<file path="config.mk">
export PLATFORM = sky130hd
export DESIGN_NAME = genotype_track_decode_freq_top
export DESIGN_NICKNAME = d
export VERILOG_FILES = /design/src/rtl/core/gtd_pkg.sv /design/src/rtl/core/genotype_track_decode_freq_top.sv /design/src/rtl/core/gtd_front.sv /design/src/rtl/core/gtd_div.sv /design/src/rtl/core/gtd_back.sv
export SDC_FILE = /design/constraint.sdc
export NUM_CORES = 1
export LEC_CHECK = 0
export ABC_AREA = 1
export BUFFER_PORTS_ARGS = -buffer_cell sky130_fd_sc_hd__buf_2
export CORE_AREA = 2 2 164 166
export CTS_CLUSTER_SIZE = 25
export DETAILED_ROUTE_END_ITERATION = 12
export DIE_AREA = 0 0 166 168
export PLACE_DENSITY = 0.69
export SLEW_MARGIN = 20
export SYNTH_ARGS = -nofsm -noshare
export SYNTH_HDL_FRONTEND = slang
export SYNTH_SLANG_ARGS = --single-unit
</file>
<file path="constraint.sdc">
create_clock -name clk -period 6.5 [get_ports clk]
set_clock_uncertainty 0.05 [all_clocks]
set_input_delay 1.3 -clock clk [delete_from_list [all_inputs] [get_ports clk]]
set_output_delay 1.3 -clock clk [all_outputs]
set_load 0.02 [all_outputs]
</file>
<file path="src/rtl/core/gtd_pkg.sv">
// Shared types, constants and the 2-bit code decoder for the genotype track decoder.
// Used by gtd_front, gtd_div, gtd_back and genotype_track_decode_freq_top.
package gtd_pkg;

  localparam int SUM_W      = 22;
  localparam int FREQ_W     = 18;
  localparam int SAMPLES    = 4;
  localparam int QUEUE_D    = 2;
  localparam int IN_DATA_W  = 24;
  localparam int OUT_DATA_W = 24;
  localparam int PADDR_W    = 3;

  localparam logic [SUM_W-1:0]  SUM_MAX   = {SUM_W{1'b1}};
  localparam logic [FREQ_W-1:0] FREQ_MAX  = 18'd131072;
  localparam logic [4:0]        DIV_STEPS = 5'd17;

  // Register map: word index taken from paddr[2].
  localparam logic REG_NO_MISSING = 1'b0;

  // Two-bit sample codes.
  localparam logic [1:0] CODE_ZERO = 2'b00;
  localparam logic [1:0] CODE_MISS = 2'b01;
  localparam logic [1:0] CODE_ONE  = 2'b10;
  localparam logic [1:0] CODE_TWO  = 2'b11;

  typedef struct packed {
    logic [1:0] val;
    logic       miss;
  } gtd_code_t;

  typedef struct packed {
    logic [1:0] dos;
    logic [1:0] hap;
    logic       dm;
    logic       hm;
  } gtd_samp_t;

  typedef struct packed {
    logic                      last;
    logic [SAMPLES-1:0]        used;
    gtd_samp_t [SAMPLES-1:0]   samp;
  } gtd_item_t;

  typedef struct packed {
    logic              is_summary;
    logic [1:0]        dosage;
    logic [1:0]        hap_count;
    logic              dosage_missing;
    logic              hap_missing;
    logic [FREQ_W-1:0] frequency;
    logic              last;
  } gtd_res_t;

  typedef struct packed {
    logic             start;
    logic [SUM_W-1:0] num;
    logic [SUM_W-1:0] den;
  } gtd_div_req_t;

  typedef enum logic [1:0] {
    ST_IDLE,
    ST_SAMP,
    ST_DIV
  } gtd_state_t;

  function automatic gtd_code_t gtd_decode(input logic [1:0] code, input logic no_missing);
    gtd_code_t r;
    r.miss = 1'b0;
    r.val  = 2'd0;
    unique case (code)
      CODE_ONE:  r.val = 2'd1;
      CODE_TWO:  r.val = 2'd2;
      CODE_MISS: r.miss = ~no_missing;
      default:   r.val = 2'd0;
    endcase
    return r;
  endfunction

endpackage

</file>
<file path="src/rtl/core/genotype_track_decode_freq_top.sv">
// Top level of the genotype track decoder: configuration register and the front/back parts.
// Depends on gtd_pkg, gtd_front and gtd_back.
//
// Input channel (s_*): one item per byte pair of the dosage and haplotype-count tracks,
// with the mask of used samples; s_tlast marks the final byte of a marker.
// Output channel (m_*): one result per used sample, in sample order 0 to 3, then after
// the final byte a summary (m_tuser high, m_tlast high) with the Q2.16 frequency
// dosage_sum / hap_sum, saturated at 2.0 and 0 when hap_sum is zero.
// Configuration: APB register 0 (no_missing); write it only while the block is idle.
// The first result of an item passes from the queue entry through the item register (cur)
// to the output register. The output register moves one result per cycle while m_tready
// allows it; after a final byte the summary waits for the divider, which produces one
// quotient bit per cycle, or skips the division when the frequency saturates or hap_sum
// is zero.
// A two-entry queue between decode and result sequencing takes items while the output
// side is stalled, until it fills; when the receiver holds m_tready low, results wait in
// the output register and nothing is lost.
// Reset clears the sums, the queue, m_tvalid and no_missing; the output data is not reset.
module genotype_track_decode_freq_top (
  input  logic                             clk,
  input  logic                             rst,
  input  logic                             psel,
  input  logic                             penable,
  input  logic                             pwrite,
  input  logic [gtd_pkg::PADDR_W-1:0]      paddr,
  input  logic [31:0]                      pwdata,
  output logic [31:0]                      prdata,
  output logic                             pready,
  input  logic                             s_tvalid,
  output logic                             s_tready,
  // [7:0] dosage_byte, [15:8] hap_byte, [19:16] used_mask, [23:20] zero
  input  logic [gtd_pkg::IN_DATA_W-1:0]    s_tdata,
  input  logic                             s_tlast,
  output logic                             m_tvalid,
  input  logic                             m_tready,
  // [1:0] dosage, [3:2] hap_count, [4] dosage_missing, [5] hap_missing, [23:6] frequency
  output logic [gtd_pkg::OUT_DATA_W-1:0]   m_tdata,
  // [0] is_summary
  output logic                             m_tuser,
  output logic                             m_tlast
);
  import gtd_pkg::*;

  logic      no_missing;
  logic      q_valid;
  logic      q_pop;
  gtd_item_t q_item;
  gtd_res_t  res;

  assign pready = 1'b1;

  always_ff @(posedge clk) begin
    if (rst) begin
      no_missing <= 1'b0;
    end else if (psel && penable && pwrite && pready && paddr[2] == REG_NO_MISSING) begin
      no_missing <= pwdata[0];
    end
  end

  assign prdata = (paddr[2] == REG_NO_MISSING) ? {31'd0, no_missing} : 32'd0;

  gtd_front u_front (
    .clk        (clk),
    .rst        (rst),
    .no_missing (no_missing),
    .s_tvalid   (s_tvalid),
    .s_tready   (s_tready),
    .s_tdata    (s_tdata),
    .s_tlast    (s_tlast),
    .q_valid    (q_valid),
    .q_item     (q_item),
    .q_pop      (q_pop)
  );

  gtd_back u_back (
    .clk      (clk),
    .rst      (rst),
    .q_valid  (q_valid),
    .q_item   (q_item),
    .q_pop    (q_pop),
    .m_tvalid (m_tvalid),
    .m_tready (m_tready),
    .res      (res)
  );

  assign m_tdata = {res.frequency, res.hap_missing, res.dosage_missing,
                    res.hap_count, res.dosage};
  assign m_tuser = res.is_summary;
  assign m_tlast = res.last;

endmodule

</file>
<file path="src/rtl/core/gtd_front.sv">
// Front end: decodes the two track bytes of each item and holds them in a two-entry queue.
// Depends on gtd_pkg.
module gtd_front (
  input  logic                             clk,
  input  logic                             rst,
  input  logic                             no_missing,
  input  logic                             s_tvalid,
  output logic                             s_tready,
  input  logic [gtd_pkg::IN_DATA_W-1:0]    s_tdata,
  input  logic                             s_tlast,
  output logic                             q_valid,
  output gtd_pkg::gtd_item_t               q_item,
  input  logic                             q_pop
);
  import gtd_pkg::*;

  gtd_item_t  entry [QUEUE_D];
  logic       wr_ptr;
  logic       rd_ptr;
  logic [1:0] count;
  logic       push;
  gtd_item_t  dec;
  gtd_code_t  dcode;
  gtd_code_t  hcode;

  // The user must change no_missing only while idle, unenforced here; decoding relies on it.
  always_comb begin
    dec.last = s_tlast;
    dec.used = s_tdata[19:16];
    for (int i = 0; i < SAMPLES; i++) begin
      dcode = gtd_decode(s_tdata[2*i +: 2], no_missing);
      hcode = gtd_decode(s_tdata[8 + 2*i +: 2], no_missing);
      dec.samp[i].dos = dcode.val;
      dec.samp[i].dm  = dcode.miss;
      dec.samp[i].hap = hcode.val;
      dec.samp[i].hm  = hcode.miss;
    end
  end

  assign s_tready = (count != 2'(QUEUE_D));
  assign push     = s_tvalid && s_tready;
  assign q_valid  = (count != 2'd0);
  assign q_item   = entry[rd_ptr];

  always_ff @(posedge clk) begin
    if (push) begin
      entry[wr_ptr] <= dec;
    end
  end

  always_ff @(posedge clk) begin
    if (rst) begin
      wr_ptr <= 1'b0;
      rd_ptr <= 1'b0;
      count  <= 2'd0;
    end else begin
      if (push) begin
        wr_ptr <= ~wr_ptr;
      end
      if (q_pop) begin
        rd_ptr <= ~rd_ptr;
      end
      count <= count + 2'(push) - 2'(q_pop);
    end
  end

`ifndef SYNTHESIS
  a_count_bound: assert property (@(posedge clk) disable iff (rst)
    count <= 2'(QUEUE_D))
    else $error("queue count exceeds its depth");
  a_pop_nonempty: assert property (@(posedge clk) disable iff (rst)
    q_pop |-> q_valid)
    else $error("queue popped while empty");
`endif

endmodule

</file>
<file path="src/rtl/core/gtd_div.sv">
// Iterative restoring divider for the Q2.16 frequency, one quotient bit per cycle.
// Depends on gtd_pkg.
module gtd_div (
  input  logic                             clk,
  input  logic                             rst,
  input  gtd_pkg::gtd_div_req_t            req,
  output logic                             busy,
  output logic [gtd_pkg::FREQ_W-1:0]       quo
);
  import gtd_pkg::*;

  logic [SUM_W:0]   rem;
  logic [SUM_W-1:0] den_q;
  logic [4:0]       steps;
  logic [SUM_W+1:0] diff;
  logic             borrow;
  logic [SUM_W:0]   rem_keep;

  assign diff     = {1'b0, rem} - {2'b00, den_q};
  assign borrow   = diff[SUM_W+1];
  assign rem_keep = borrow ? rem : diff[SUM_W:0];

  always_ff @(posedge clk) begin
    if (rst) begin
      busy  <= 1'b0;
      quo   <= '0;
      steps <= '0;
    end else if (req.start) begin
      den_q <= req.den;
      rem   <= {1'b0, req.num};
      if (req.den == '0) begin
        quo <= '0;
      end else if ({1'b0, req.num} >= {req.den, 1'b0}) begin
        // Quotient is at least 2.0 when num >= 2*den.
        quo <= FREQ_MAX;
      end else begin
        quo   <= '0;
        steps <= DIV_STEPS;
        busy  <= 1'b1;
      end
    end else if (busy) begin
      quo   <= {quo[FREQ_W-2:0], ~borrow};
      rem   <= {rem_keep[SUM_W-1:0], 1'b0};
      steps <= steps - 5'd1;
      if (steps == 5'd1) begin
        busy <= 1'b0;
      end
    end
  end

`ifndef SYNTHESIS
  a_busy_steps: assert property (@(posedge clk) disable iff (rst)
    busy |-> steps != 5'd0)
    else $error("divider busy with no steps left");
  a_no_restart: assert property (@(posedge clk) disable iff (rst)
    busy |-> !req.start)
    else $error("divider restarted while busy");
  a_quo_range: assert property (@(posedge clk) disable iff (rst)
    !busy |-> quo <= FREQ_MAX)
    else $error("frequency above saturation");
`endif

endmodule

</file>
<file path="src/rtl/core/gtd_back.sv">
// Back end: emits one result per used sample, keeps the running sums and the summary.
// Depends on gtd_pkg and gtd_div.
module gtd_back (
  input  logic                             clk,
  input  logic                             rst,
  input  logic                             q_valid,
  input  gtd_pkg::gtd_item_t               q_item,
  output logic                             q_pop,
  output logic                             m_tvalid,
  input  logic                             m_tready,
  output gtd_pkg::gtd_res_t                res
);
  import gtd_pkg::*;

  gtd_state_t         state;
  gtd_state_t         state_next;
  gtd_item_t          cur;
  logic [SAMPLES-1:0] rem;
  logic [SAMPLES-1:0] rem_next;
  logic [SUM_W-1:0]   dosage_sum;
  logic [SUM_W-1:0]   dosage_sum_next;
  logic [SUM_W-1:0]   hap_sum;
  logic [SUM_W-1:0]   hap_sum_next;
  logic               out_free;
  logic               emit;
  logic               load;
  logic               finish;
  gtd_res_t           res_new;
  logic [1:0]         idx;
  gtd_samp_t          smp;
  gtd_div_req_t       div_req;
  logic               div_busy;
  logic [FREQ_W-1:0]  div_quo;
  logic [SUM_W:0]     dsum_add;
  logic [SUM_W:0]     hsum_add;

  gtd_div u_div (
    .clk  (clk),
    .rst  (rst),
    .req  (div_req),
    .busy (div_busy),
    .quo  (div_quo)
  );

  assign out_free = !m_tvalid || m_tready;

  // Lowest pending sample goes out first.
  always_comb begin
    if (rem[0]) begin
      idx = 2'd0;
    end else if (rem[1]) begin
      idx = 2'd1;
    end else if (rem[2]) begin
      idx = 2'd2;
    end else begin
      idx = 2'd3;
    end
  end

  assign smp      = cur.samp[idx];
  assign dsum_add = {1'b0, dosage_sum} + {{(SUM_W-1){1'b0}}, smp.dos};
  assign hsum_add = {1'b0, hap_sum} + {{(SUM_W-1){1'b0}}, smp.hap};

  always_comb begin
    state_next      = state;
    rem_next        = rem;
    dosage_sum_next = dosage_sum;
    hap_sum_next    = hap_sum;
    emit            = 1'b0;
    load            = 1'b0;
    finish          = 1'b0;
    q_pop           = 1'b0;
    res_new         = '0;
    div_req.start   = 1'b0;
    div_req.num     = dosage_sum_next;
    div_req.den     = hap_sum_next;
    unique case (state)
      ST_IDLE: begin
        if (q_valid) begin
          q_pop      = 1'b1;
          load       = 1'b1;
          state_next = ST_SAMP;
        end
      end
      ST_SAMP: begin
        if (rem == '0) begin
          finish = 1'b1;
        end else if (out_free) begin
          emit                   = 1'b1;
          res_new.dosage         = smp.dos;
          res_new.hap_count      = smp.hap;
          res_new.dosage_missing = smp.dm;
          res_new.hap_missing    = smp.hm;
          if (!smp.dm && !smp.hm) begin
            dosage_sum_next = dsum_add[SUM_W] ? SUM_MAX : dsum_add[SUM_W-1:0];
            hap_sum_next    = hsum_add[SUM_W] ? SUM_MAX : hsum_add[SUM_W-1:0];
          end
          rem_next = rem & ~(SAMPLES'(1) << idx);
          if (rem_next == '0) begin
            finish = 1'b1;
          end
        end
        if (finish) begin
          if (cur.last) begin
            div_req.start = 1'b1;
            state_next    = ST_DIV;
          end else if (q_valid) begin
            q_pop      = 1'b1;
            load       = 1'b1;
            state_next = ST_SAMP;
          end else begin
            state_next = ST_IDLE;
          end
        end
      end
      ST_DIV: begin
        if (!div_busy && out_free) begin
          emit               = 1'b1;
          res_new.is_summary = 1'b1;
          res_new.frequency  = div_quo;
          res_new.last       = 1'b1;
          dosage_sum_next    = '0;
          hap_sum_next       = '0;
          if (q_valid) begin
            q_pop      = 1'b1;
            load       = 1'b1;
            state_next = ST_SAMP;
          end else begin
            state_next = ST_IDLE;
          end
        end
      end
      default: state_next = ST_IDLE;
    endcase
    div_req.num = dosage_sum_next;
    div_req.den = hap_sum_next;
  end

  always_ff @(posedge clk) begin
    if (rst) begin
      state      <= ST_IDLE;
      rem        <= '0;
      dosage_sum <= '0;
      hap_sum    <= '0;
      m_tvalid   <= 1'b0;
    end else begin
      state      <= state_next;
      dosage_sum <= dosage_sum_next;
      hap_sum    <= hap_sum_next;
      if (load) begin
        rem <= q_item.used;
      end else begin
        rem <= rem_next;
      end
      if (emit) begin
        m_tvalid <= 1'b1;
      end else if (m_tready) begin
        m_tvalid <= 1'b0;
      end
    end
  end

  always_ff @(posedge clk) begin
    if (load) begin
      cur <= q_item;
    end
    if (emit) begin
      res <= res_new;
    end
  end

`ifndef SYNTHESIS
  a_div_no_pending: assert property (@(posedge clk) disable iff (rst)
    state == ST_DIV |-> rem == '0)
    else $error("summary started with samples still pending");
  a_summary_last: assert property (@(posedge clk) disable iff (rst)
    emit && state == ST_DIV |=> m_tvalid && res.is_summary && res.last)
    else $error("summary result not marked last");
`endif

endmodule
</file>
==> out/qor.log <==
qor: global_routing.grt_overflow_total 0
qor: clock_network.cts.root.buffer_cell sky130_fd_sc_hd__clkbuf_16
qor: hold_path.worstHoldStart u_front.rd_ptr
qor: worst_setup_path.worst_r2r_endpoint u_back.u_div.steps[4]
qor: cells_and_area.area_growth_syn_to_layout 10.0%
qor: worst_setup_path.setup.worst_path.start_class register
qor: timing.setup_total_negative_slack 0 ns
qor: synth.synthFlopType sky130_fd_sc_hd__edfxtp_1
qor: cells_and_area.multi_input_comb_area 0.00550 mm2
qor: clock_network.cts.sinks 234
qor: worst_setup_path.critPathMaxStageDelay 0.63 ns
qor: timing.final_worst_hold_slack 0.406 ns
qor: clock_network.clk_transition_reported_paths 0.06 ns
qor: timing.max_freq 173 MHz
qor: global_routing.grt_pass1_wl 46.6 mm
qor: clock_network.tritoncts_clock_tree yes
qor: drt.routedWlPerCell 14.2 um
qor: cells_and_area.layout.core_utilization 53.9%
qor: die.floorplan.die.height 168 um
qor: synth.postSynthCellCount 1580
qor: drt.overall_routed_net_length 28.2 mm
qor: worst_setup_path.worst-setup-path-type reg2reg
qor: worst_setup_path.crit_buf_inv 3
qor: synth.yosys-top-cells-area sky130_fd_sc_hd__edfxtp_1, sky130_fd_sc_hd__dfxtp_1, sky130_fd_sc_hd__nand2_1, sky130_fd_sc_hd__inv_1, sky130_fd_sc_hd__ha_1
qor: clock_network.cts_inserted_buffers 24
qor: hold_path.min_delay_path_depth 1
qor: worst_setup_path.regToRegSetupSlack 0.72 ns
qor: worst_setup_path.worst_r2r_path_depth 32
qor: cells_and_area.antennaDiodeCount 0
qor: placement.globalplace.congestion 0.908
qor: global_routing.global_route.usage.total 20.1%
qor: timing.final_min_period_over_clock_period 88.9%
qor: worst_setup_path.worst-endpoint-arrival 6.10 ns
qor: cells_and_area.nets 1758
qor: global_routing.number_of_global_route_vias_before_repair 9799
qor: worst_setup_path.timing.critical_path.mode_cell sky130_fd_sc_hd__nand2_1
qor: die.die-area 0.0279 mm2
qor: worst_setup_path.slowest_stage sky130_fd_sc_hd__a221oi_1
qor: timing.relative_slew_slack 30.4%
qor: timing.setup_repair_after_global_routing_missed_its_margin false
qor: worst_setup_path.end_kind register
qor: run_status.run_status completed
qor: die.floorplan.rows 60
qor: synth.yosysTopAreaCell sky130_fd_sc_hd__edfxtp_1
qor: power_and_ir_drop.power.leakage 0.00604 uW
qor: clock_network.cts.hold.buffers_added 0
qor: drt.ant_nets 0
qor: global_routing.maximum_number_of_pins_on_one_net_before_global_route_repair 73
qor: die.core_area 0.0264 mm2
qor: worst_setup_path.crit-reg2reg-launch u_back.rem[0]
qor: timing.fin_crit 5.78 ns
qor: synth.synth_edf_count 153
qor: clock_network.clk_path_buf_depth 3
qor: drt.drc_errors 0
qor: timing.final-max-slew-violation-count 0
qor: power_and_ir_drop.power.ir.vdd_worst 0.329 mV
qor: synth.post_synthesis_async_set_or_reset_flop_share 0%
qor: synth.synth.yosys.seq_area_share 48.1%
qor: cells_and_area.filler_cell_count 2392
qor: synth.ys_types 57
qor: synth.synth_warnings 0
qor: drt.detail_route.iter0.violations 669
qor: timing.finalSetupViolCount 0
qor: die.die-width 166 um
qor: placement.numPortBuffers 58
qor: clock_network.cts_resized 0
qor: placement.post-dp-hpwl 20.6 mm
qor: hold_path.min_path_type reg2reg
qor: power_and_ir_drop.power_density 380 mW/mm2
qor: die.start_util 49.0%
qor: timing.worst_slew_pin_slew 1.04 ns
qor: drt.viasPerCell 5.13
qor: worst_setup_path.cp.depth 32
qor: die.io-pin-count 128
qor: synth.syn_area_per_cell 8.17 um2
qor: synth.post-synth-top-area-fraction 35.6%
qor: cells_and_area.seqCellArea 0.00622 mm2
qor: worst_setup_path.family_with_the_most_delay_on_the_worst_path compound AO/OA/AOI/OAI gates
qor: synth.post_synth_instance_area 0.0129 mm2
qor: drt.vias 10200
qor: clock_network.clk_latency 0.52 ns
qor: clock_network.post_cts_setup_driven_buffer_insertion_count 0
qor: power_and_ir_drop.totalPowerFinal 5400 uW
qor: cells_and_area.fraction_of_layout_cells_with_a_size_suffix_above_1 8.96%
qor: job.drv_cap 0
qor: timing.finalHoldViolations 0
qor: global_routing.number_of_antenna_violations_at_the_first_check_in_global_routing 0
qor: clock_network.cts_max_level 1
qor: worst_setup_path.cp.required 6.82 ns
qor: worst_setup_path.crit_start u_back.rem[0]
qor: worst_setup_path.critical_path.max_fanout 11
qor: synth.synth_seq_cells 234
qor: drt.drt-pass1-iter-count 5
## area by class of cell
cell class / instances / area share, %
inverter: 231 / 6.10
multi-input combinational: 1067 / 38.7
clock inverter: 13 / 0.819
sequential: 234 / 43.7
timing repair buffer: 75 / 2.94
tap: 341 / 3.00
clock buffer: 31 / 4.70
## cells in the mapped netlist (5+ instances only)
cell type,count
sky130_fd_sc_hd__o21bai_1,5
sky130_fd_sc_hd__dfxtp_1,81
sky130_fd_sc_hd__nand3_2,5
sky130_fd_sc_hd__nand4_1,20
sky130_fd_sc_hd__buf_2,6
sky130_fd_sc_hd__ha_1,55
sky130_fd_sc_hd__o21ai_1,10
sky130_fd_sc_hd__o22ai_1,5
sky130_fd_sc_hd__nor4_1,6
sky130_fd_sc_hd__nand2_1,398
sky130_fd_sc_hd__clkbuf_1,29
sky130_fd_sc_hd__or2_2,7
sky130_fd_sc_hd__nand3b_1,6
sky130_fd_sc_hd__a211oi_1,9
sky130_fd_sc_hd__inv_1,226
sky130_fd_sc_hd__nor2_1,162
sky130_fd_sc_hd__o211ai_1,10
sky130_fd_sc_hd__buf_6,5
sky130_fd_sc_hd__a31oi_1,7
sky130_fd_sc_hd__buf_1,5
sky130_fd_sc_hd__a21oi_1,78
sky130_fd_sc_hd__edfxtp_1,153
sky130_fd_sc_hd__nand3_1,79
sky130_fd_sc_hd__buf_4,33
sky130_fd_sc_hd__xor2_1,20
sky130_fd_sc_hd__o21ai_0,67
sky130_fd_sc_hd__nor3_1,25
## worst max path at each step
| stage | endpoint |
|---|---|
| floorplan | u_back.u_div.steps[2] |
| global placement | u_back.u_div.steps[1] |
| detailed placement | u_back.u_div.steps[4] |
| CTS | u_back.u_div.steps[4] |
| global route | u_back.u_div.steps[4] |
| finish | u_back.u_div.steps[4] |
## flip-flops by register name (all words and copies together) (netlist names), named ones only
signal and count:
no_missing 1, u_back.cur 25, u_back.dosage_sum 22, u_back.hap_sum 22, u_back.m_tvalid 1, u_back.rem 4, u_back.res 25, u_back.state 2
u_back.u_div.busy 1, u_back.u_div.den_q 22, u_back.u_div.quo 18, u_back.u_div.rem 23, u_back.u_div.steps 5, u_front.count 2, u_front.entry 58, u_front.rd_ptr 1
u_front.wr_ptr 1
## per-stage QoR
stage	cell area (um2)	setup WS [ns]	std cells
after floorplan	13000	2.04	1610
after global placement	13400	0.880	1948
after detailed placement	13400	0.790	1948
after CTS	14200	0.768	1992
after global routing	14200	0.210	1992
final	14200	0.720	1992
## placed cells by master, fill, tap and decap left out, types with 4 or more instances in the layout
cell and instances:
sky130_fd_sc_hd__a211oi_1 9, sky130_fd_sc_hd__a21boi_0 4, sky130_fd_sc_hd__a21oi_1 77, sky130_fd_sc_hd__a21oi_2 5
sky130_fd_sc_hd__a221oi_1 4, sky130_fd_sc_hd__a22o_1 4, sky130_fd_sc_hd__a22oi_1 4, sky130_fd_sc_hd__a31oi_1 7
sky130_fd_sc_hd__buf_2 58, sky130_fd_sc_hd__buf_4 17, sky130_fd_sc_hd__clkbuf_1 4, sky130_fd_sc_hd__clkbuf_16 25
sky130_fd_sc_hd__clkinv_1 8, sky130_fd_sc_hd__conb_1 32, sky130_fd_sc_hd__dfxtp_1 81, sky130_fd_sc_hd__edfxtp_1 153
sky130_fd_sc_hd__ha_1 55, sky130_fd_sc_hd__inv_1 226, sky130_fd_sc_hd__nand2_1 398, sky130_fd_sc_hd__nand3_1 79
sky130_fd_sc_hd__nand3_2 5, sky130_fd_sc_hd__nand3b_1 6, sky130_fd_sc_hd__nand4_1 20, sky130_fd_sc_hd__nor2_1 159
sky130_fd_sc_hd__nor2_2 6, sky130_fd_sc_hd__nor3_1 25, sky130_fd_sc_hd__nor4_1 6, sky130_fd_sc_hd__o211ai_1 10
sky130_fd_sc_hd__o21ai_0 67, sky130_fd_sc_hd__o21ai_1 10, sky130_fd_sc_hd__o21bai_1 5, sky130_fd_sc_hd__o22ai_1 5
sky130_fd_sc_hd__or2_2 7, sky130_fd_sc_hd__xnor2_1 4, sky130_fd_sc_hd__xor2_1 20
## worst reg2reg max path, delay by kind of cell (launching register included)
kind	cells	cell delay (ns)
adders and majority gates	2	0.60
buffers and inverters	3	0.46
and+or+nand+nor	17	2.00
DFF	1	0.35
AOI/OAI and AO/OA	10	2.17
## power by group
part | switching, uW | total, uW | internal (uW)
sequential | 133 | 2100 | 1960
combinational | 1350 | 1940 | 583
clock | 562 | 1360 | 803
## metal layers
| metal | up-vias | GRT usage [%] | part of all wire [%] |
|---|---|---|---|
| met1 | 4634 | 26.5 | 45 |
| met3 | 75 | 1.90 | 4.4 |
| li1 | 5236 | - | - |
| met4 | 0 | 8.24 | 3.8 |
| met5 | - | 0 | 0 |
| met2 | 276 | 34.2 | 47 |
## kinds of logic after synthesis
family | after synthesis | share of synthesized area (%)
compound gates | 226 | 10.3
fa+ha+maj | 58 | 5.79
flops | 234 | 48.1
simple gates | 727 | 23.8
xor+xnor | 24 | 1.63
other cells | 2 | 0.0581
buf+inv | 309 | 10.3
(Power assumes the default switching activity.)
